<file path="config.mk">
export PLATFORM = sky130hd
export DESIGN_NAME = tilt_cursor_tracker_top
export DESIGN_NICKNAME = d
export VERILOG_FILES = /design/src/design/tct_pkg.sv /design/src/design/tct_front.sv /design/src/design/tct_queue.sv /design/src/design/tct_cordic.sv /design/src/design/tct_back.sv /design/src/design/tilt_cursor_tracker_top.sv
export SDC_FILE = /design/constraint.sdc
export NUM_CORES = 2
export LEC_CHECK = 0
export BUFFER_PORTS_ARGS = -buffer_cell sky130_fd_sc_hd__buf_4
export CAP_MARGIN = 20
export CORE_ASPECT_RATIO = 1.2
export CORE_MARGIN = 8
export CORE_UTILIZATION = 55
export DETAILED_ROUTE_END_ITERATION = 8
export PLACE_DENSITY_LB_ADDON = 0.12
export SETUP_SLACK_MARGIN = 0.05
export SYNTH_ARGS = -nofsm -noshare
export SYNTH_HDL_FRONTEND = slang
export SYNTH_SLANG_ARGS = --single-unit
</file>
<file path="constraint.sdc">
create_clock -name clk -period 5.36 [get_ports clk]
set_input_delay 0.268 -clock clk [delete_from_list [all_inputs] [get_ports clk]]
set_output_delay 0.268 -clock clk [all_outputs]
set_load 0.03 [all_outputs]
</file>
<file path="src/design/tct_pkg.sv">
// shared types, constants and the arctangent table of the tilt cursor tracker
package tct_pkg;

  localparam int SLOT_COUNT = 8;
  localparam int SLOT_W = 3;
  localparam int COUNT_W = $clog2(SLOT_COUNT + 1);
  localparam int FRAC_BITS = 8;
  localparam int ANGLE_W = 17;
  localparam int SAMPLE_W = 16;
  localparam int POS_W = 12;
  localparam int LIMIT_W = 13;
  localparam int GAIN_W = 6;
  localparam int CORDIC_STEPS = 16;
  localparam int STEP_W = 4;
  localparam int VEC_W = 28;
  localparam int Z_W = 26;
  localparam int QUEUE_DEPTH = 2;
  // angle times gain, and cursor position plus movement
  localparam int PROD_W = ANGLE_W + GAIN_W + 1;
  localparam int P_W = POS_W + 5;

  localparam logic [LIMIT_W-1:0] LIMIT_MAX = 13'd4096;
  localparam logic signed [ANGLE_W-1:0] ANGLE_FULL = 17'sd46080;
  localparam logic signed [ANGLE_W-1:0] ANGLE_QUARTER = 17'sd23040;
  localparam logic signed [Z_W-1:0] Z_QUARTER = 26'sd5898240;

  localparam logic [1:0] REG_SCREEN_WIDTH = 2'd0;
  localparam logic [1:0] REG_SCREEN_HEIGHT = 2'd1;
  localparam logic [1:0] REG_MOTION_GAIN = 2'd2;

  typedef enum logic [1:0] {
    ST_MOVED = 2'd0,
    ST_PLUGGED = 2'd1,
    ST_FULL = 2'd2,
    ST_NO_SLOT = 2'd3
  } status_t;

  typedef struct packed {
    status_t kind;
    logic [SLOT_W-1:0] slot;
    logic signed [SAMPLE_W-1:0] accel_x;
    logic signed [SAMPLE_W-1:0] accel_y;
    logic signed [SAMPLE_W-1:0] accel_z;
    logic signed [SAMPLE_W-1:0] gyro_z;
  } cmd_t;

  typedef enum logic [2:0] {
    B_IDLE,
    B_PITCH,
    B_ROLL,
    B_SCALE,
    B_MOVE,
    B_DONE
  } back_state_t;

  // atan(2^-i) in degrees, Q16
  function automatic logic signed [Z_W-1:0] atan_step(input logic [STEP_W-1:0] i);
    logic signed [Z_W-1:0] v;
    case (i)
      4'd0: v = 26'sd2949120;
      4'd1: v = 26'sd1740967;
      4'd2: v = 26'sd919879;
      4'd3: v = 26'sd466945;
      4'd4: v = 26'sd234379;
      4'd5: v = 26'sd117304;
      4'd6: v = 26'sd58666;
      4'd7: v = 26'sd29335;
      4'd8: v = 26'sd14668;
      4'd9: v = 26'sd7334;
      4'd10: v = 26'sd3667;
      4'd11: v = 26'sd1833;
      4'd12: v = 26'sd917;
      4'd13: v = 26'sd458;
      4'd14: v = 26'sd229;
      4'd15: v = 26'sd115;
      default: v = '0;
    endcase
    return v;
  endfunction

endpackage

</file>
<file path="src/design/tct_front.sv">
// front end: accepts requests, tracks plugged slots and classifies each request
module tct_front (
  input  logic clk,
  input  logic rst,
  input  logic in_valid,
  output logic in_ready,
  input  logic req_type,
  input  logic [tct_pkg::SLOT_W-1:0] slot_index,
  input  logic signed [tct_pkg::SAMPLE_W-1:0] accel_x,
  input  logic signed [tct_pkg::SAMPLE_W-1:0] accel_y,
  input  logic signed [tct_pkg::SAMPLE_W-1:0] accel_z,
  input  logic signed [tct_pkg::SAMPLE_W-1:0] gyro_z,
  input  logic q_full,
  output logic q_push,
  output tct_pkg::cmd_t q_cmd
);

  logic [tct_pkg::COUNT_W-1:0] plugged_count;
  logic table_full;

  assign in_ready = !q_full;
  assign q_push = in_valid && !q_full;
  assign table_full = plugged_count >= tct_pkg::COUNT_W'(tct_pkg::SLOT_COUNT);

  always_comb begin
    q_cmd.accel_x = accel_x;
    q_cmd.accel_y = accel_y;
    q_cmd.accel_z = accel_z;
    q_cmd.gyro_z = gyro_z;
    q_cmd.slot = slot_index;
    if (req_type) begin
      if (table_full) begin
        q_cmd.kind = tct_pkg::ST_FULL;
      end else begin
        q_cmd.kind = tct_pkg::ST_PLUGGED;
        q_cmd.slot = plugged_count[tct_pkg::SLOT_W-1:0];
      end
    end else if (tct_pkg::COUNT_W'(slot_index) >= plugged_count) begin
      q_cmd.kind = tct_pkg::ST_NO_SLOT;
    end else begin
      q_cmd.kind = tct_pkg::ST_MOVED;
    end
  end

  always_ff @(posedge clk) begin
    if (rst) begin
      plugged_count <= '0;
    end else if (q_push && req_type && !table_full) begin
      plugged_count <= plugged_count + 1'b1;
    end
  end

endmodule

</file>
<file path="src/design/tct_queue.sv">
// short command queue between front and back end
module tct_queue (
  input  logic clk,
  input  logic rst,
  input  logic push,
  input  tct_pkg::cmd_t push_cmd,
  output logic full,
  input  logic pop,
  output logic not_empty,
  output tct_pkg::cmd_t head
);

  tct_pkg::cmd_t entries [tct_pkg::QUEUE_DEPTH];
  logic wr_ptr;
  logic rd_ptr;
  logic [1:0] fill;

  assign full = fill == 2'(tct_pkg::QUEUE_DEPTH);
  assign not_empty = fill != 2'd0;
  assign head = entries[rd_ptr];

  always_ff @(posedge clk) begin
    if (push) begin
      entries[wr_ptr] <= push_cmd;
    end
  end

  always_ff @(posedge clk) begin
    if (rst) begin
      wr_ptr <= 1'b0;
      rd_ptr <= 1'b0;
      fill <= '0;
    end else begin
      if (push) begin
        wr_ptr <= !wr_ptr;
      end
      if (pop) begin
        rd_ptr <= !rd_ptr;
      end
      if (push && !pop) begin
        fill <= fill + 2'd1;
      end else if (pop && !push) begin
        fill <= fill - 2'd1;
      end
    end
  end

endmodule

</file>
<file path="src/design/tct_cordic.sv">
// iterative cordic vectoring unit for atan2 in q8 degrees
module tct_cordic (
  input  logic clk,
  input  logic rst,
  input  logic start,
  input  logic signed [tct_pkg::ANGLE_W-1:0] y_in,
  input  logic signed [tct_pkg::ANGLE_W-1:0] x_in,
  output logic done,
  output logic signed [tct_pkg::ANGLE_W-1:0] angle
);

  logic busy;
  logic finish;
  logic [tct_pkg::STEP_W-1:0] step;
  logic signed [tct_pkg::VEC_W-1:0] x;
  logic signed [tct_pkg::VEC_W-1:0] y;
  logic signed [tct_pkg::Z_W-1:0] z;
  logic signed [tct_pkg::VEC_W-1:0] xs;
  logic signed [tct_pkg::VEC_W-1:0] ys;
  logic signed [tct_pkg::VEC_W-1:0] dx;
  logic signed [tct_pkg::VEC_W-1:0] dy;
  logic signed [tct_pkg::Z_W-1:0] z_round;
  logic signed [tct_pkg::Z_W-1:0] full_wide;

  assign xs = tct_pkg::VEC_W'(x_in) <<< 8;
  assign ys = tct_pkg::VEC_W'(y_in) <<< 8;
  assign dx = y >>> step;
  assign dy = x >>> step;
  assign z_round = (z + tct_pkg::Z_W'(128)) >>> (16 - tct_pkg::FRAC_BITS);
  assign full_wide = tct_pkg::Z_W'(tct_pkg::ANGLE_FULL);

  always_ff @(posedge clk) begin
    if (start) begin
      step <= '0;
      if (x_in < 0) begin
        if (y_in >= 0) begin
          x <= ys;
          y <= -xs;
          z <= tct_pkg::Z_QUARTER;
        end else begin
          x <= -ys;
          y <= xs;
          z <= -tct_pkg::Z_QUARTER;
        end
      end else begin
        x <= xs;
        y <= ys;
        z <= '0;
      end
    end else if (busy) begin
      step <= step + 1'b1;
      if (!y[tct_pkg::VEC_W-1]) begin
        x <= x + dx;
        y <= y - dy;
        z <= z + tct_pkg::atan_step(step);
      end else begin
        x <= x - dx;
        y <= y + dy;
        z <= z - tct_pkg::atan_step(step);
      end
    end
  end

  always_ff @(posedge clk) begin
    if (start) begin
      if (y_in == 0) begin
        angle <= (x_in >= 0) ? '0 : tct_pkg::ANGLE_FULL;
      end else if (x_in == 0) begin
        angle <= (y_in > 0) ? tct_pkg::ANGLE_QUARTER : -tct_pkg::ANGLE_QUARTER;
      end
    end else if (finish) begin
      if (z_round > full_wide) begin
        angle <= tct_pkg::ANGLE_FULL;
      end else if (z_round < -full_wide) begin
        angle <= -tct_pkg::ANGLE_FULL;
      end else begin
        angle <= z_round[tct_pkg::ANGLE_W-1:0];
      end
    end
  end

  always_ff @(posedge clk) begin
    if (rst) begin
      busy <= 1'b0;
      finish <= 1'b0;
      done <= 1'b0;
    end else begin
      done <= 1'b0;
      finish <= 1'b0;
      if (start) begin
        if (y_in == 0 || x_in == 0) begin
          done <= 1'b1;
        end else begin
          busy <= 1'b1;
        end
      end else if (busy && step == tct_pkg::STEP_W'(tct_pkg::CORDIC_STEPS - 1)) begin
        busy <= 1'b0;
        finish <= 1'b1;
      end else if (finish) begin
        done <= 1'b1;
      end
    end
  end

endmodule

</file>
<file path="src/design/tct_back.sv">
// back end: runs angles, moves and stores cursors, holds the result
module tct_back (
  input  logic clk,
  input  logic rst,
  input  logic [tct_pkg::LIMIT_W-1:0] lim_w,
  input  logic [tct_pkg::LIMIT_W-1:0] lim_h,
  input  logic [tct_pkg::GAIN_W-1:0] gain,
  input  logic q_not_empty,
  input  tct_pkg::cmd_t q_head,
  output logic q_pop,
  output logic out_valid,
  input  logic out_ready,
  output tct_pkg::status_t out_status,
  output logic [tct_pkg::SLOT_W-1:0] out_slot,
  output logic [tct_pkg::POS_W-1:0] out_x,
  output logic [tct_pkg::POS_W-1:0] out_y,
  output logic signed [tct_pkg::ANGLE_W-1:0] out_pitch,
  output logic signed [tct_pkg::ANGLE_W-1:0] out_roll,
  output logic signed [tct_pkg::SAMPLE_W-1:0] out_yaw
);

  tct_pkg::back_state_t state;
  tct_pkg::back_state_t state_next;
  tct_pkg::cmd_t cmd;

  logic [tct_pkg::POS_W-1:0] col_mem [tct_pkg::SLOT_COUNT];
  logic [tct_pkg::POS_W-1:0] row_mem [tct_pkg::SLOT_COUNT];
  logic [tct_pkg::POS_W-1:0] col_cur;
  logic [tct_pkg::POS_W-1:0] row_cur;

  logic cordic_start;
  logic cordic_done;
  logic signed [tct_pkg::ANGLE_W-1:0] cordic_y;
  logic signed [tct_pkg::ANGLE_W-1:0] cordic_x;
  logic signed [tct_pkg::ANGLE_W-1:0] cordic_angle;

  logic signed [tct_pkg::PROD_W-1:0] prod_col;
  logic signed [tct_pkg::PROD_W-1:0] prod_row;
  logic signed [tct_pkg::P_W-1:0] col_new;
  logic signed [tct_pkg::P_W-1:0] row_new;
  logic [tct_pkg::POS_W-1:0] col_clamp;
  logic [tct_pkg::POS_W-1:0] row_clamp;
  logic load_cmd;

  function automatic logic [tct_pkg::POS_W-1:0] clamp_pos(
    input logic signed [tct_pkg::P_W-1:0] p,
    input logic [tct_pkg::LIMIT_W-1:0] lim
  );
    logic [tct_pkg::POS_W-1:0] r;
    if (p < 0) begin
      r = '0;
    end else if (p >= tct_pkg::P_W'(lim)) begin
      r = tct_pkg::POS_W'(lim - 1'b1);
    end else begin
      r = p[tct_pkg::POS_W-1:0];
    end
    return r;
  endfunction

  // truncate toward zero when dropping the fraction bits
  function automatic logic signed [tct_pkg::P_W-1:0] move_by(
    input logic [tct_pkg::POS_W-1:0] pos,
    input logic signed [tct_pkg::PROD_W-1:0] prod
  );
    logic signed [tct_pkg::PROD_W-1:0] biased;
    logic signed [tct_pkg::PROD_W-1:0] delta;
    biased = prod + (prod < 0 ? tct_pkg::PROD_W'(255) : tct_pkg::PROD_W'(0));
    delta = biased >>> tct_pkg::FRAC_BITS;
    return tct_pkg::P_W'(pos) + tct_pkg::P_W'(delta);
  endfunction

  tct_cordic u_cordic (
    .clk(clk),
    .rst(rst),
    .start(cordic_start),
    .y_in(cordic_y),
    .x_in(cordic_x),
    .done(cordic_done),
    .angle(cordic_angle)
  );

  assign col_cur = col_mem[cmd.slot];
  assign row_cur = row_mem[cmd.slot];
  assign col_new = move_by(col_cur, prod_col);
  assign row_new = move_by(row_cur, prod_row);
  assign col_clamp = clamp_pos(col_new, lim_w);
  assign row_clamp = clamp_pos(row_new, lim_h);

  always_comb begin
    state_next = state;
    case (state)
      tct_pkg::B_IDLE: begin
        if (q_not_empty) begin
          state_next = (q_head.kind == tct_pkg::ST_MOVED) ? tct_pkg::B_PITCH : tct_pkg::B_DONE;
        end
      end
      tct_pkg::B_PITCH: if (cordic_done) state_next = tct_pkg::B_ROLL;
      tct_pkg::B_ROLL: if (cordic_done) state_next = tct_pkg::B_SCALE;
      tct_pkg::B_SCALE: state_next = tct_pkg::B_MOVE;
      tct_pkg::B_MOVE: state_next = tct_pkg::B_DONE;
      tct_pkg::B_DONE: if (out_ready) state_next = tct_pkg::B_IDLE;
      default: state_next = tct_pkg::B_IDLE;
    endcase
  end

  always_comb begin
    q_pop = 1'b0;
    load_cmd = 1'b0;
    cordic_start = 1'b0;
    cordic_y = tct_pkg::ANGLE_W'(q_head.accel_y);
    cordic_x = tct_pkg::ANGLE_W'(q_head.accel_z);
    out_valid = 1'b0;
    case (state)
      tct_pkg::B_IDLE: begin
        q_pop = q_not_empty;
        load_cmd = q_not_empty;
        cordic_start = q_not_empty && q_head.kind == tct_pkg::ST_MOVED;
      end
      tct_pkg::B_PITCH: begin
        cordic_start = cordic_done;
        cordic_y = -tct_pkg::ANGLE_W'(cmd.accel_x);
        cordic_x = tct_pkg::ANGLE_W'(cmd.accel_z);
      end
      tct_pkg::B_DONE: out_valid = 1'b1;
      default: ;
    endcase
  end

  always_ff @(posedge clk) begin
    if (rst) begin
      state <= tct_pkg::B_IDLE;
    end else begin
      state <= state_next;
    end
  end

  always_ff @(posedge clk) begin
    if (load_cmd) begin
      cmd <= q_head;
      out_status <= q_head.kind;
      out_slot <= (q_head.kind == tct_pkg::ST_FULL) ? '0 : q_head.slot;
      out_x <= (q_head.kind == tct_pkg::ST_PLUGGED) ? lim_w[tct_pkg::LIMIT_W-1:1] : '0;
      out_y <= (q_head.kind == tct_pkg::ST_PLUGGED) ? lim_h[tct_pkg::LIMIT_W-1:1] : '0;
      out_pitch <= '0;
      out_roll <= '0;
      out_yaw <= '0;
    end
    if (state == tct_pkg::B_PITCH && cordic_done) begin
      out_pitch <= cordic_angle;
    end
    if (state == tct_pkg::B_ROLL && cordic_done) begin
      out_roll <= cordic_angle;
    end
    if (state == tct_pkg::B_SCALE) begin
      prod_col <= out_roll * $signed({1'b0, gain});
      prod_row <= out_pitch * $signed({1'b0, gain});
    end
    if (state == tct_pkg::B_MOVE) begin
      out_x <= col_clamp;
      out_y <= row_clamp;
      out_yaw <= cmd.gyro_z;
    end
  end

  // cursor store, no reset: only plugged slots are ever read
  always_ff @(posedge clk) begin
    if (load_cmd && q_head.kind == tct_pkg::ST_PLUGGED) begin
      col_mem[q_head.slot] <= lim_w[tct_pkg::LIMIT_W-1:1];
      row_mem[q_head.slot] <= lim_h[tct_pkg::LIMIT_W-1:1];
    end else if (state == tct_pkg::B_MOVE) begin
      col_mem[cmd.slot] <= col_clamp;
      row_mem[cmd.slot] <= row_clamp;
    end
  end

endmodule

</file>
<file path="src/design/tilt_cursor_tracker_top.sv">
// top level of the tilt cursor tracker: ports, configuration registers, front, queue, back
//
// tilt cursor tracker: keeps a screen cursor for up to eight controller slots.
// a plug request (tuser = 1) takes the next free slot and centers its cursor,
// or reports a full table; a motion sample (tuser = 0) for a plugged slot
// turns the accelerometer reading into pitch = atan2(ay, az) and
// roll = atan2(-ax, az), in q8 degrees, moves the cursor by angle times gain
// (truncated toward zero) and clamps it to the screen. gyro z comes back as
// yaw. every request gives exactly one result transfer. after the pop, a motion
// sample runs through the pitch and roll states, two 16-step atan2 passes one
// after the other on the shared cordic unit, then the scale and move states,
// before its result is held valid; plug, table-full and unplugged-slot
// requests go from the pop straight to the result. a two-entry queue lets the
// front end keep taking transfers while a result waits on the output.
// configuration writes are taken at any time but must only be made while the
// block is idle; a screen limit of 0 acts as 1 and one above 4096 acts as 4096.
module tilt_cursor_tracker_top (
  input  logic clk,
  input  logic rst,
  input  logic s_axis_tvalid,
  output logic s_axis_tready,
  input  logic [71:0] s_axis_tdata,  // slot_index, accel_x, accel_y, accel_z, gyro_z, zero fill
  input  logic s_axis_tuser,         // req_type
  output logic m_axis_tvalid,
  input  logic m_axis_tready,
  output logic [79:0] m_axis_tdata,  // slot_out, cursor_x, cursor_y, pitch, roll, yaw_rate, zero fill
  output logic [1:0] m_axis_tuser,   // status
  input  logic cfg_we,
  input  logic [1:0] cfg_index,
  input  logic [12:0] cfg_data
);

  logic [tct_pkg::LIMIT_W-1:0] screen_width;
  logic [tct_pkg::LIMIT_W-1:0] screen_height;
  logic [tct_pkg::GAIN_W-1:0] motion_gain;
  logic [tct_pkg::LIMIT_W-1:0] lim_w;
  logic [tct_pkg::LIMIT_W-1:0] lim_h;

  logic q_full;
  logic q_push;
  logic q_pop;
  logic q_not_empty;
  tct_pkg::cmd_t push_cmd;
  tct_pkg::cmd_t q_head;

  tct_pkg::status_t out_status;
  logic [tct_pkg::SLOT_W-1:0] out_slot;
  logic [tct_pkg::POS_W-1:0] out_x;
  logic [tct_pkg::POS_W-1:0] out_y;
  logic signed [tct_pkg::ANGLE_W-1:0] out_pitch;
  logic signed [tct_pkg::ANGLE_W-1:0] out_roll;
  logic signed [tct_pkg::SAMPLE_W-1:0] out_yaw;

  // configuration registers, no read-back
  always_ff @(posedge clk) begin
    if (rst) begin
      screen_width <= 13'd1280;
      screen_height <= 13'd720;
      motion_gain <= 6'd5;
    end else if (cfg_we) begin
      case (cfg_index)
        tct_pkg::REG_SCREEN_WIDTH: screen_width <= cfg_data;
        tct_pkg::REG_SCREEN_HEIGHT: screen_height <= cfg_data;
        tct_pkg::REG_MOTION_GAIN: motion_gain <= cfg_data[tct_pkg::GAIN_W-1:0];
        default: ;
      endcase
    end
  end

  // effective limits: zero acts as one, oversize saturates
  always_comb begin
    lim_w = screen_width;
    if (screen_width == '0) lim_w = 13'd1;
    else if (screen_width > tct_pkg::LIMIT_MAX) lim_w = tct_pkg::LIMIT_MAX;
    lim_h = screen_height;
    if (screen_height == '0) lim_h = 13'd1;
    else if (screen_height > tct_pkg::LIMIT_MAX) lim_h = tct_pkg::LIMIT_MAX;
  end

  tct_front u_front (
    .clk(clk),
    .rst(rst),
    .in_valid(s_axis_tvalid),
    .in_ready(s_axis_tready),
    .req_type(s_axis_tuser),
    .slot_index(s_axis_tdata[2:0]),
    .accel_x(s_axis_tdata[18:3]),
    .accel_y(s_axis_tdata[34:19]),
    .accel_z(s_axis_tdata[50:35]),
    .gyro_z(s_axis_tdata[66:51]),
    .q_full(q_full),
    .q_push(q_push),
    .q_cmd(push_cmd)
  );

  tct_queue u_queue (
    .clk(clk),
    .rst(rst),
    .push(q_push),
    .push_cmd(push_cmd),
    .full(q_full),
    .pop(q_pop),
    .not_empty(q_not_empty),
    .head(q_head)
  );

  tct_back u_back (
    .clk(clk),
    .rst(rst),
    .lim_w(lim_w),
    .lim_h(lim_h),
    .gain(motion_gain),
    .q_not_empty(q_not_empty),
    .q_head(q_head),
    .q_pop(q_pop),
    .out_valid(m_axis_tvalid),
    .out_ready(m_axis_tready),
    .out_status(out_status),
    .out_slot(out_slot),
    .out_x(out_x),
    .out_y(out_y),
    .out_pitch(out_pitch),
    .out_roll(out_roll),
    .out_yaw(out_yaw)
  );

  assign m_axis_tuser = out_status;
  assign m_axis_tdata = {3'b000, out_yaw, out_roll, out_pitch, out_y, out_x, out_slot};

endmodule

</file>
==> results.ini <==
[outcome]
outcome = finished with violations
violations = setup timing

[min_path]
min_path_type = in -> reg

[sta]
finClkSkew_ns = 0.0494
slew_violations = 0
setup_viol = 49
setup_slack_ns = -0.0450
worst_hold_slack_ns = 0.0635
final_hold_viol_count = 0
maxSlewHeadroom = 0.171
setup_tns_ns = -1.04
worst_pin_slew_ns = 1.24
rsz0062_at_grt = yes
max_clock_freq_mhz = 185
final.period_utilization = 1.01
min_period_ns = 5.40

[place]
gp_congestion = 0.941
post-dp-hpwl_um = 90300
port_buffers = 168
dp.cells = 5557

[clocking]
cts_sinks = 683
cts.reportedPaths.clkPinSlew_ns = 0.06
clockBufferDepth = 3
cts-root-buf = clkbuf_16
cts-buffers-inserted = 73
clock_latency_ns = 0.66
htreeDepth = 3
tritoncts = done

[global_routing]
grt_antenna_before_repair = 2
grt_max_degree = 70
grt_pass1_wl_um = 191000
grt_overflow_total = 0
track_usage = 0.259
grt_pass1_vias = 34700

[logic_synthesis]
syn_area_sq_mm = 0.0462
synth_seq_cells = 683
synth.distinct_cells = 95
yosysWarnings = 0
seq_area_frac_synth = 0.428
yosysTopAreaCellShare = 0.395
synth-edff-count = 607
syn_inst = 4225
syn_avg_cell_area_sq_um = 10.9
async_reset_ff_frac = 0
synthFlopType = edfxtp_1
post-synth-top-area-cell = edfxtp_1
synth_area_leaders = edfxtp_1, ha_1, fa_1, mux4_2, xnor2_1

[floorplan]
rows = 116
die_width_um = 280
die-area_sq_mm = 0.0935
start_util = 0.554
num_io_pins = 177
core-area_sq_mm = 0.0833
die_h_um = 333

[layout]
drive_gt1_frac = 0.200
mostFrequentLayoutCell = edfxtp_1
fillers = 6476
syn_to_final_growth_pct = 18.6
seq_area_sq_mm = 0.0198
layout_common_cells = edfxtp_1, buf_4, nand2_1
multi_input_area_sq_mm = 0.0259
final_cell_count_no_fill = 5816
layout.nets = 5138

[worst_setup_path]
crit_arrival_ns = 5.71
worstPathRequired_ns = 5.66
crit_type = reg -> reg
cp-start-kind = flip-flop
cp_max_fo = 8
cp-end-kind = flip-flop

[routing]
drc = 0
firstDrtPassIters = 6
drt-wirelength-per-cell_um = 21.4
vias_per_cell = 5.94
drt-initial-drc-count = 2771
vias = 34500
wl_um = 124000
ant_nets = 0

[job]
cap_violations = 0

[cell families after synthesis]
group,after synthesis,share of synthesized area
flops,683,0.428
fa+ha+maj,411,0.135
xor+xnor,301,0.0571
other cells,1,0.0000813
mux,314,0.0977
buf+inv,412,0.0357
compound gates,838,0.113
simple gates,1265,0.133
[synth_stat cells, drive strengths merged (66+ instances only)]
cell type / n
a21oi: 258
and2: 164
clkbuf: 125
dfxtp: 76
edfxtp: 607
fa: 147
ha: 263
inv: 223
mux2: 96
mux2i: 119
mux4: 99
nand2: 386
nor2: 318
nor3: 66
o21ai: 189
xnor2: 194
xor2: 107
[cell type report]
cell class / count / share of cell area
clock buffer: 94 / 0.0363
multi-input combinational: 3132 / 0.472
antenna: 2 / 0.0000914
tap: 1121 / 0.0256
timing repair buffer: 520 / 0.0803
inverter: 225 / 0.0154
sequential: 683 / 0.361
clock inverter: 39 / 0.00896
[per-stage QoR]
stage	utilization	setup slack (ns)	instance area, sq um
2_1_floorplan	-	0.0723	46200
3_3_place_gp	0.601	-0.139	50100
3_5_place_dp	0.601	-0.346	50100
4_1_cts	0.646	0.00480	53800
5_1_grt	0.657	-0.306	54800
6_report	0.657	-0.0450	54800
[flip-flops by register name (all words and copies together) (netlist names), 26 cells and up, named ones only]
register / flops
u_back.cmd: 51
u_back.col_mem: 96
u_back.row_mem: 96
u_back.u_cordic.x: 28
u_back.u_cordic.y: 28
u_back.u_cordic.z: 26
u_queue.entries: 138
[worst paths after layout]
kind                                       from                              to  slack [ns]  cells after the start
hold reg to reg    screen_width[4]$_SDFFE_PP0P_    screen_width[4]$_SDFFE_PP0P_        0.49                      2
hold / removal                    m_axis_tready    u_back.state[0]$_SDFFE_PP0P_        0.06                      4
setup reg to reg  u_back.prod_col[23]$_DFFE_PN_  u_back.col_mem[6][0]$_DFFE_PP_       -0.04                     27
setup / recovery  u_back.prod_col[23]$_DFFE_PN_  u_back.col_mem[6][0]$_DFFE_PP_       -0.04                     27
[what timing repair did]
action,4_1_cts,5_1_grt
gates resized for setup,60,129
pin swaps,28,57
gates cloned,0,1
hold buffers,81,0
endpoints found under the hold margin,168,0
buffers inserted,17,26
endpoints found under the setup margin,198,238
[layer usage]
layer	global-route usage	vias to the layer above	routed length, um
met1	0.306	17000	47800
met4	0.115	0	5800
met3	0.0334	283	6530
met5	0	-	0
met2	0.465	1108	64200
li1	-	16200	-
[worst max-delay path: stages, from the launching register on]
cell and delay, ns:
edfxtp_1 0.48, buf_4 0.19, ha_4 0.27, nand4_1 0.11
a21oi_2 0.14, o31ai_2 0.09, buf_4 0.15, a21oi_4 0.14
and2_4 0.17, buf_4 0.11, nand2_1 0.06, xnor2_1 0.14
ha_1 0.30, a21boi_2 0.17, o31a_1 0.25, nor2_1 0.11
nor2_1 0.06, a31oi_1 0.19, xnor2_1 0.19, ha_1 0.31
a2111oi_2 0.38, o21ai_1 0.13, a22oi_2 0.18, buf_12 0.15
buf_12 0.13, buf_12 0.10, mux2i_4 0.25, o22ai_4 0.14
Power is not shown: default switching activity piles up to over one toggle a cycle in this logic, so the estimate is an artifact.
